==> src/rtl/tlen_pkg.sv <==
// Shared types and fixed widths for the tour length evaluator.
`default_nettype none

package tlen_pkg;

  localparam int unsigned INDEX_W  = 10;
  localparam int unsigned COORD_W  = 16;
  localparam int unsigned LENGTH_W = 27;
  localparam int unsigned COUNT_W  = 11;

  localparam logic [COUNT_W-1:0] COUNT_MAX = '1;

  localparam logic MODE_LOAD = 1'b0;
  localparam logic MODE_TOUR = 1'b1;

  localparam int unsigned QUEUE_DEPTH = 4;
  localparam int unsigned PTR_W       = $clog2(QUEUE_DEPTH);
  localparam int unsigned LEVEL_W     = $clog2(QUEUE_DEPTH + 1);

  typedef struct packed {
    logic               empty;
    logic [LEVEL_W-1:0] level;
  } fifo_status_t;

endpackage

`default_nettype wire

==> src/rtl/tlen_fifo.sv <==
// Short queue of visited city coordinates between the front and the back.
`default_nettype none

module tlen_fifo import tlen_pkg::*; #(
  parameter int unsigned DATA_W = 33
) (
  input  wire logic              clk,
  input  wire logic              rst,
  input  wire logic              push,
  input  wire logic [DATA_W-1:0] push_data,
  input  wire logic              pop,
  output logic      [DATA_W-1:0] head,
  output fifo_status_t           status
);

  logic [DATA_W-1:0]  slots [QUEUE_DEPTH];
  logic [PTR_W-1:0]   wr_ptr;
  logic [PTR_W-1:0]   rd_ptr;
  logic [LEVEL_W-1:0] level;

  always_ff @(posedge clk) begin
    if (rst) begin
      wr_ptr <= '0;
      rd_ptr <= '0;
      level  <= '0;
    end else begin
      if (push) begin
        wr_ptr <= wr_ptr + PTR_W'(1);
      end
      if (pop) begin
        rd_ptr <= rd_ptr + PTR_W'(1);
      end
      if (push && !pop) begin
        level <= level + LEVEL_W'(1);
      end else if (pop && !push) begin
        level <= level - LEVEL_W'(1);
      end
    end
  end

  always_ff @(posedge clk) begin
    if (push) begin
      slots[wr_ptr] <= push_data;
    end
  end

  assign head         = slots[rd_ptr];
  assign status.empty = (level == '0);
  assign status.level = level;

  // The front must hold back input when a pending read could overflow the queue.
  assert property (@(posedge clk) disable iff (rst)
    push |-> (level != LEVEL_W'(QUEUE_DEPTH)) || pop)
    else $error("queue pushed while full");

  assert property (@(posedge clk) disable iff (rst)
    pop |-> (level != '0))
    else $error("queue popped while empty");

endmodule

`default_nettype wire

==> config.mk <==
export PLATFORM = sky130hd
export DESIGN_NAME = tlen_fifo
export DESIGN_NICKNAME = d
export VERILOG_FILES = /design/src/rtl/tlen_pkg.sv /design/src/rtl/tlen_fifo.sv
export SDC_FILE = /design/constraint.sdc
export NUM_CORES = 1
export LEC_CHECK = 0
export BUFFER_PORTS_ARGS = -buffer_cell sky130_fd_sc_hd__buf_2
export CAP_MARGIN = 20
export CORE_ASPECT_RATIO = 0.75
export CORE_MARGIN = 2
export CORE_UTILIZATION = 56
export CTS_CLUSTER_SIZE = 12
export DETAILED_ROUTE_END_ITERATION = 8
export GPL_TIMING_DRIVEN = 0
export PLACE_DENSITY = 0.78
export REMOVE_ABC_BUFFERS = 1
export SYNTH_ARGS = -nofsm -noshare
export SYNTH_HDL_FRONTEND = slang
export SYNTH_SLANG_ARGS = --single-unit
==> constraint.sdc <==
create_clock -name clk -period 2.35 [get_ports clk]
set_input_delay 0.47 -clock clk [delete_from_list [all_inputs] [get_ports clk]]
set_output_delay 0.47 -clock clk [all_outputs]
set_load 0.1 [all_outputs]
==> metrics.md <==
| Metric | Value |
|---|---|
| Row Count | 30 |
| Syn-to-layout area delta | 22.6% |
| Worst hold path type | input pin to flop |
| Initial antenna violation count | 1 |
| Final Worst Setup Slack | a little under 0.07 ns |
| Die W | roughly 120 um |
| Clock slew seen by the registers of the worst setup and hold paths | roughly 0.060 ns |
| Peak supply drop | between 900 and 1000 uV |
| Synthesized instance count | approximately 220 |
| Gpl congestion | about 0.66 |
| Yosys Warn Count | 0 |
| Share of power burned in registers | roughly two fifths |
| Full die area | 10,100 um2 |
| Synth unique cells | 21 |
| Top cells by area, synth | edfxtp_1 76%, mux4_2 13%, dfxtp_1 3.4%, mux4_1 1.5%, ha_1 1.2% |
| FF-to-FF setup slack | ~0.62 ns |
| Port Buffers | 73 |
| CP Data Arrival Time | about 1.8 ns |
| PnR Total Power | 7020 uW |
| Vias per cell | 5.40 |
| # IOs | 74 |
| Die height | 87.7 um |
| Yosys reg bits | between 100 and 150 |
| Routed WL | between 8000 and 9000 um |
| Startpoint Class | flop |
| Slew HR | between 30 and 40% |
| Yosys top cell area share | 75.8% |
| Total gr overflow | 0 |
| Total number of vias | around 2,400 |
| DRC | 0 |
| Slew @ Worst Pin | between 0.9 and 1 ns |
| Clock skew | 0.00623 ns |
| Clock power frac | around two fifths |
| Critical Path Fanout Max | 18 |
| Final Slew Violations | 0 |
| CTS tree | built |
| Highest clock rate | between 400 and 500 MHz |
| Max-cap violation count | 0 |
| Final net count | ~350 |
| First-pass GRT wire length | between 10,000 and 15,000 um |
| Avg Synthesized Cell Area | 24.2 um2 |
| N_diodes | 0 |
| Fin crit share | between 90% and 100% |
| Switch share | 28.2% |
| Largest area contributor in the netlist | edfxtp_1 |
| Fill cells | 540 |
| Synthesized cell area | 5230 um2 |
| DR pass1 iterations | 4 |
| Final Critical Period | between 2 and 2.5 ns |
| Skew-Pair Late Insertion Delay | between 0.4 and 0.5 ns |
| Crit. End Element | primary output |
| Pint | 5040 uW |
| Root buf cell | clkbuf_16 |
| CTS buffer count | 17 |
| Clock Path Buffers | 2 |
| Status | complete, no violations |
| Cell Pwr Density | around 1100 nW/um2 |
| Sequential area share after synthesis | a little under 80% |
| Vias in the first global route | around 2,400 |
| # setup viols final | 0 |
| Psw | between 1500 and 2000 uW |
| DP HPWL | ~4900 um |
| Pin count of the biggest net entering global routing | 34 |
| Starting Density | approximately 58% |
| DR iter-0 viols | ~170 |
| Ratio of cells with drive above 1 in the final layout | between 40% and 50% |
| Pleak | about 0.0022 uW |
| Drt wl/cell | 19.4 um |
| Comb pwr share | roughly 18% |
| Clock sink count | around 140 |
| Post-CTS Hold Fix Bufs | 0 |
| Worst slack, placed | -0.0996 ns |
| Aggregate global-route resource usage | 18.4% |
| Depth of the CTS H-tree | 4 |
| WP data required | around 1.9 ns |
| Final Hold Vio Count | 0 |
| Critical path type | flop to primary output |
| Core region area | 9050 um2 |
| ANT nets after route | 0 |
-- sequential cells by signal (all words and copies together) (netlist names), named ones only --
name / flops
level: 3
rd_ptr: 2
slots: 132
wr_ptr: 2
-- critical path, stage by stage, from the launching register on --
cell and delay [ns]:
dfxtp_4 0.37, buf_12 0.19, mux4_2 0.53, clkbuf_4 0.30
-- per-layer routing --
metal	share of wire (%)	vias to the layer above	global-route usage (%)
li1	-	1066	-
met1	43	1243	22.7
met2	50	73	29.7
met3	5.9	8	8.72
met4	0.57	2	5.26
met5	0.15	-	0
-- final cells by class --
type                    instances  area, um2  area share, %
clock inverters                13        196           3.06
clock buffers                  19        433           6.75
well taps                     128        160           2.50
flip-flops and latches        141       4150           64.7
multi-input cells              62        978           15.3
repair buffers                 76        479           7.47
inverters                       4       15.0          0.234
-- cell usage in the layout, fill, tap and decap left out, types with 3 or more instances in the layout --
master	count
buf_6	3
xor2_1	3
inv_1	4
dfxtp_1	7
buf_4	3
clkinv_2	3
ha_1	5
clkbuf_16	17
mux4_2	31
edfxtp_1	132
clkbuf_4	8
buf_2	59
and2_2	4
bufinv_16	5
nor2_1	7
-- cells by family after synthesis --
logic type	after synthesis	share of synthesized area (%)
DFF	141	79.2
buffers and inverters	13	2.08
muxes	35	14.8
xor gates and xnor gates	5	0.837
adders and majority gates	6	1.58
and+or+nand+nor	14	1.27
AOI/OAI and AO/OA	2	0.191
-- repair_timing --
item	4_1_cts	5_1_grt
resized for setup	6	17
setup endpoints to repair	33	33
buffers inserted	1	1
pin swaps	0	0
-- power by group through the flow --
stage	clock network, uW	logic, uW	registers [uW]
2_1_floorplan	0	936	3070
3_3_place_gp	0	1180	3020
3_5_place_dp	0	1210	3010
4_1_cts	2870	1250	2950
5_1_grt	2980	1330	2950
6_report	2810	1280	2940
-- worst paths after layout --
kind | from | endpoint | depth (start not counted)
max | flop | head[9] | 3
min | push_data[25] | slots[0][25]$_DFFE_PP_ | 1
max reg2reg | wr_ptr[0]$_SDFFE_PP0P_ | slots[0][28]$_DFFE_PP_ | 3
min reg2reg | level[2]$_SDFFE_PP0P_ | level[2]$_SDFFE_PP0P_ | 2
-- through the flow --
| stage | hold WS [ns] | instances | area [um2] | setup TNS [ns] | util [%] |
|---|---|---|---|---|---|
| detailed placement | 0.517 | 409 | 5690 | -0.0999 | 62.9 |
| global route | 0.254 | 443 | 6410 | -0.000429 | 70.9 |
| finish | 0.276 | 443 | 6410 | 0 | 70.9 |
| global placement | 0.485 | 408 | 5660 | -41.03 | 62.6 |
| CTS | 0.253 | 442 | 6350 | 0 | 70.2 |
| floorplan | 0.485 | 207 | 5140 | -18.30 | - |
-- cell usage after synthesis --
cell,number
edfxtp_1,132
mux4_2,30
dfxtp_1,9
nor2_1,7
ha_1,5
and2_1,4
inv_1,4
buf_12,3
buf_2,3
mux4_1,3
xor2_1,3
clkbuf_1,2
mux2i_1,2
xnor2_1,2
a21oi_1,1
buf_6,1
fa_1,1
nand2_1,1
nor3_1,1
o21ai_0,1
or3_1,1
Power figures use the tool's default switching activity.
