File: config.mk
export PLATFORM = sky130hd
export DESIGN_NAME = tlen_back
export DESIGN_NICKNAME = d
export VERILOG_FILES = /design/src/rtl/tlen_pkg.sv /design/src/rtl/tlen_back.sv
export SDC_FILE = /design/constraint.sdc
export NUM_CORES = 2
export LEC_CHECK = 0
export BUFFER_PORTS_ARGS = -buffer_cell sky130_fd_sc_hd__buf_4
export CORE_MARGIN = 10
export CORE_UTILIZATION = 55
export CTS_CLUSTER_SIZE = 40
export DETAILED_ROUTE_END_ITERATION = 12
export GPL_TIMING_DRIVEN = 0
export PLACE_DENSITY_LB_ADDON = 0.15
export SETUP_SLACK_MARGIN = 0.02
export SLEW_MARGIN = 15
export SYNTH_ARGS = -nofsm -noshare
export SYNTH_HDL_FRONTEND = slang
export SYNTH_SLANG_ARGS = --single-unit
File: constraint.sdc
create_clock -name clk -period 8.44 [get_ports clk]
set_clock_uncertainty 0.2 [all_clocks]
set_input_delay 1.266 -clock clk [delete_from_list [all_inputs] [get_ports clk]]
set_output_delay 1.266 -clock clk [all_outputs]
set_load 0.1 [all_outputs]
File: src/rtl/tlen_pkg.sv
// Shared types and fixed widths for the tour length evaluator.
`default_nettype none

package tlen_pkg;

  localparam int unsigned INDEX_W  = 10;
  localparam int unsigned COORD_W  = 16;
  localparam int unsigned LENGTH_W = 27;
  localparam int unsigned COUNT_W  = 11;

  localparam logic [COUNT_W-1:0] COUNT_MAX = '1;

  localparam logic MODE_LOAD = 1'b0;
  localparam logic MODE_TOUR = 1'b1;

  localparam int unsigned QUEUE_DEPTH = 4;
  localparam int unsigned PTR_W       = $clog2(QUEUE_DEPTH);
  localparam int unsigned LEVEL_W     = $clog2(QUEUE_DEPTH + 1);

  typedef struct packed {
    logic               empty;
    logic [LEVEL_W-1:0] level;
  } fifo_status_t;

endpackage

`default_nettype wire

File: src/rtl/tlen_back.sv
// Edge length sequencer: absolute differences, squares, bitwise square root, running sum.
`default_nettype none

module tlen_back import tlen_pkg::*; #(
  parameter int unsigned COORD_BITS = 16
) (
  input  wire logic                 clk,
  input  wire logic                 rst,
  input  wire logic [2*COORD_BITS:0] fifo_head,
  input  wire fifo_status_t         fifo_stat,
  output logic                      fifo_pop,
  output logic                      out_valid,
  input  wire logic                 out_ready,
  output logic [LENGTH_W-1:0]       tour_length,
  output logic [COUNT_W-1:0]        city_count
);

  localparam int unsigned CB     = COORD_BITS;
  localparam int unsigned R      = CB + 1;
  localparam int unsigned RAD_W  = 2 * R;
  localparam int unsigned REM_W  = R + 3;
  localparam int unsigned STEP_W = $clog2(R + 1);

  typedef enum logic [2:0] {
    S_IDLE, S_DIFF, S_MUL, S_LOAD, S_ROOT, S_ADD, S_EMIT
  } state_t;

  state_t              state;
  logic [CB-1:0]       cur_x, cur_y, a_x, a_y;
  logic [CB-1:0]       first_x, first_y, prev_x, prev_y;
  logic                cur_last;
  logic                closing;
  logic [CB-1:0]       dx, dy;
  logic [2*CB-1:0]     sq_x, sq_y;
  logic [RAD_W-1:0]    rad;
  logic [REM_W-1:0]    rem;
  logic [R-1:0]        root;
  logic [STEP_W-1:0]   step;
  logic [LENGTH_W-1:0] length_sum;
  logic [COUNT_W-1:0]  visited_count;

  logic [CB-1:0]       head_x, head_y;
  logic                head_last;
  logic [REM_W-1:0]    rem_shift;
  logic [REM_W-1:0]    trial;
  logic [LENGTH_W:0]   sum_ext;
  logic [COUNT_W-1:0]  count_inc;
  logic                emit_go;

  assign head_x    = fifo_head[2*CB:CB+1];
  assign head_y    = fifo_head[CB:1];
  assign head_last = fifo_head[0];

  assign fifo_pop  = (state == S_IDLE) && !fifo_stat.empty;

  assign rem_shift = {rem[REM_W-3:0], rad[RAD_W-1 -: 2]};
  assign trial     = {1'b0, root, 2'b01};
  assign sum_ext   = {1'b0, length_sum} + (LENGTH_W + 1)'(root);
  assign count_inc = (visited_count == COUNT_MAX) ? visited_count
                                                  : visited_count + COUNT_W'(1);
  assign emit_go   = (state == S_EMIT) && (!out_valid || out_ready);

  always_ff @(posedge clk) begin
    if (rst) begin
      state         <= S_IDLE;
      out_valid     <= 1'b0;
      length_sum    <= '0;
      visited_count <= '0;
      closing       <= 1'b0;
      step          <= '0;
    end else begin
      if (out_valid && out_ready && !emit_go) begin
        out_valid <= 1'b0;
      end
      case (state)
        S_IDLE: begin
          if (!fifo_stat.empty) begin
            cur_x    <= head_x;
            cur_y    <= head_y;
            cur_last <= head_last;
            closing  <= 1'b0;
            if (visited_count == '0) begin
              // The first city only opens the tour; a lone city closes at zero length.
              first_x       <= head_x;
              first_y       <= head_y;
              prev_x        <= head_x;
              prev_y        <= head_y;
              visited_count <= count_inc;
              if (head_last) begin
                state <= S_EMIT;
              end
            end else begin
              a_x   <= prev_x;
              a_y   <= prev_y;
              state <= S_DIFF;
            end
          end
        end
        S_DIFF: begin
          dx    <= (a_x > cur_x) ? a_x - cur_x : cur_x - a_x;
          dy    <= (a_y > cur_y) ? a_y - cur_y : cur_y - a_y;
          state <= S_MUL;
        end
        S_MUL: begin
          sq_x  <= dx * dx;
          sq_y  <= dy * dy;
          state <= S_LOAD;
        end
        S_LOAD: begin
          rad   <= RAD_W'(sq_x) + RAD_W'(sq_y);
          rem   <= '0;
          root  <= '0;
          step  <= '0;
          state <= S_ROOT;
        end
        S_ROOT: begin
          if (rem_shift >= trial) begin
            rem  <= rem_shift - trial;
            root <= {root[R-2:0], 1'b1};
          end else begin
            rem  <= rem_shift;
            root <= {root[R-2:0], 1'b0};
          end
          rad  <= rad << 2;
          step <= step + STEP_W'(1);
          if (step == STEP_W'(R - 1)) begin
            state <= S_ADD;
          end
        end
        S_ADD: begin
          length_sum <= sum_ext[LENGTH_W] ? '1 : sum_ext[LENGTH_W-1:0];
          if (closing) begin
            state <= S_EMIT;
          end else begin
            prev_x        <= cur_x;
            prev_y        <= cur_y;
            visited_count <= count_inc;
            if (cur_last) begin
              closing <= 1'b1;
              a_x     <= first_x;
              a_y     <= first_y;
              state   <= S_DIFF;
            end else begin
              state <= S_IDLE;
            end
          end
        end
        S_EMIT: begin
          if (emit_go) begin
            out_valid     <= 1'b1;
            tour_length   <= length_sum;
            city_count    <= visited_count;
            length_sum    <= '0;
            visited_count <= '0;
            state         <= S_IDLE;
          end
        end
        default: begin
          state <= S_IDLE;
        end
      endcase
    end
  end

  assert property (@(posedge clk) disable iff (rst)
    emit_go |=> (length_sum == '0) && (visited_count == '0) && out_valid)
    else $error("tour state not cleared after a result");

  assert property (@(posedge clk) disable iff (rst)
    (state == S_ROOT) |-> (step < STEP_W'(R)))
    else $error("square root ran past its last bit");

  assert property (@(posedge clk) disable iff (rst)
    $rose(out_valid) |-> ($past(state) == S_EMIT))
    else $error("result raised outside the emit step");

endmodule

`default_nettype wire

==> metrics <==
TritonCTS buffer count between 40 and 50; crit-path max cell delay about 0.54 ns; Hold Fails Final Rpt 0; Detailed Place HPWL 64.2 mm; Core ar. approximately 63,000 µm²; Core Util, Final around 61%; hold_buf cts 0; CP cell instances clkbuf_1 > clkbuf_1 > nand2_1 > fa_1 > inv_1 > fa_1 > inv_1 > fa_1 > inv_1 > fa_1 > fa_1 > inv_1 > fa_1 > inv_1 > ha_1 > clkbuf_1 > a21oi_1 > o21bai_1 > a21oi_1 > o21ai_0 > a211oi_1 > nor4_1 > nor3_1 > xnor2_1; DRT iter0 DRCs between 1,500 and 2,000; Die ar. 73,600 µm²; root buf cell clkbuf_16; Residual DRC 0; WL final roughly 81 mm; Yosys reg bits approximately 380; Placer Congestion a little under 0.9; worst slew pin tran between 1 and 1.5 ns; initial antenna violation count 2; via/cell ratio 5.47; Slew Limit Fails 0; first-pass GRT wire length 131 mm; post-synthesis sequential area ratio between 30 and 40%; Setup violations, final 0; worst-path maximum fanout 10; number of synthesized flops with an enable pin 330; largest net degree at the start of global routing 31; Crit path top cell by count fa_1; startpoint types flop; Max transition margin 30.4%; Resize count post-CTS 0; clk_lat worst skew 0.57 ns; Critical Path Sink Type flop; Critical-path top delay cell fa_1; worst slack, placed 0.900 ns; Detailed Routing Iterations Pass 1 6; Net Count, Synth 4,265; global route overflow 0; prevailing post-synth register cell edfxtp_1; Overall Global Routing Usage a little over a fifth; routed length per instance 17.7 µm; Yosys warning total 0; period utilization 89.7%; Syn Std Cell Area between 30,000 and 40,000 µm²; highest clock rate 0.132 GHz; post-route ant nets 0; Hold/Removal Path Class flop to flop; vias in the first global route roughly 25,000; Die Y 271 µm; Async S/R FF share, synth 0%; Hold Crit Depth 0; status finished clean; Max Cap Viol 0; Sinks on Clock Net approximately 380; Cell variety after synth 91; Clock Tree Buf Depth 3; H-tree Lvls 2; CP Data Arrival Time between 7 and 8 ns; detailed-route via count 25,100; Final Critical Period between 7 and 8 ns; num rows just over 90; Clock Pin Slew Worst Setup and Hold Paths about 0.060 ns; Mapped Cells between 3,000 and 4,000; die span in x between 200 and 300 µm; Req. time, crit path approximately 8.6 ns; # IOs 80; layout net count approximately 4,400; synth-to-layout area growth 9.78%; share of layout cells above drive strength 1 6.70%; setup bufs post-CTS 0; commonest non-fill, non-tap cells in the layout inv_1, nand2_1, ha_1; commonest non-fill, non-tap cell in the layout inv_1; Syn Area/Cell 9.75 µm²; setup ws final roughly 0.87 ns; port bufs 76; CTS tree yes; # diodes 0; R2R cell count 24; setup_tns 0 ns; WS Path Type flop to flop; Initial Util between 50% and 60%; RSZ-0062 raised after global routing no
==> layout make-up <==
cell class | count | area (µm²)
buffer | 124 | 523
clock buffer | 50 | 1120
clock inverter | 30 | 302
fill | 5418 | 24600
inverter | 631 | 2370
multi-input combinational | 2428 | 21000
sequential | 378 | 10900
tap | 846 | 1060
timing repair buffer | 103 | 861
==> per-stage QoR <==
step	hold slack [ns]	cells	instance area (µm²)
after floorplan	0.234	3561	34700
after global placement	0.249	4483	36400
after detailed placement	0.256	4510	36700
after CTS	0.266	4590	38100
after global routing	0.281	4590	38100
final	0.263	4590	38100
==> routing by layer <==
metal	vias to the layer above	track usage [%]	wire [µm]
met2	593	37.9	39700
met4	0	6.30	2260
met1	12200	28.0	34500
met3	150	3.87	4610
li1	12100	-	-
met5	-	0	0
==> final timing paths <==
check                              from                        to  slack, ns
max                     dx[4]$_DFFE_PP_        sq_x[28]$_DFFE_PP_       0.87
min          length_sum[6]$_SDFFE_PP0P_  tour_length[6]$_DFFE_PP_       0.26
max reg2reg             dx[4]$_DFFE_PP_        sq_x[28]$_DFFE_PP_       0.87
min reg2reg  length_sum[6]$_SDFFE_PP0P_  tour_length[6]$_DFFE_PP_       0.26
==> synthesized netlist by cell type, drive strengths merged, types with 9 or more instances <==
| master | number | area (µm²) |
|---|---|---|
| xor2 | 62 | 543 |
| a31oi | 18 | 119 |
| o21bai | 21 | 158 |
| a21o | 75 | 563 |
| nand2b | 23 | 144 |
| clkbuf | 100 | 375 |
| o21ai | 145 | 726 |
| nor3 | 50 | 260 |
| nand4 | 27 | 184 |
| nor2 | 197 | 739 |
| fa | 329 | 6590 |
| and3 | 33 | 206 |
| a211oi | 38 | 290 |
| inv | 631 | 2370 |
| and2 | 89 | 559 |
| nand3 | 77 | 385 |
| or3 | 12 | 85.1 |
| or2 | 13 | 81.3 |
| nor2b | 25 | 156 |
| a31o | 9 | 78.8 |
| a21oi | 188 | 960 |
| o21a | 19 | 143 |
| mux2i | 27 | 270 |
| o31ai | 17 | 138 |
| nand2 | 377 | 1420 |
| ha | 335 | 4190 |
| edfxtp | 330 | 9910 |
| buf | 24 | 148 |
| dfxtp | 48 | 961 |
| xnor2 | 99 | 867 |
==> state kept, by name, indices dropped and copies added (netlist names) <==
signal / flops
rad: 34
prev_y: 16
sq_x: 31
state: 3
cur_last: 1
visited_count: 11
out_valid: 1
dx: 16
closing: 1
step: 5
length_sum: 27
a_y: 16
first_x: 16
a_x: 16
cur_y: 16
cur_x: 16
tour_length: 27
root: 17
sq_y: 31
dy: 16
prev_x: 16
rem: 18
city_count: 11
first_y: 16
==> worst max-delay path: cells and delay by family (launching register included) <==
kind	cells	cell delay (ns)
fa+ha+maj	7	3.12
xor+xnor	1	0.12
buf+inv	8	1.47
simple gates	3	0.61
compound gates	5	1.28
flops	1	0.51
==> cell families (layout without fill, tap and decap cells) <==
logic type | Yosys count | count (layout) | share of synthesized area, %
flops | 378 | 378 | 31.3
compound gates | 619 | 619 | 11.5
mux | 33 | 33 | 0.973
fa+ha+maj | 664 | 664 | 31.0
simple gates | 951 | 951 | 12.8
xor+xnor | 161 | 161 | 4.06
buf+inv | 755 | 938 | 8.33
Power is left out: the tool's default activity adds up to more than one toggle a clock period on the data nets, which glitch-free logic cannot reach.
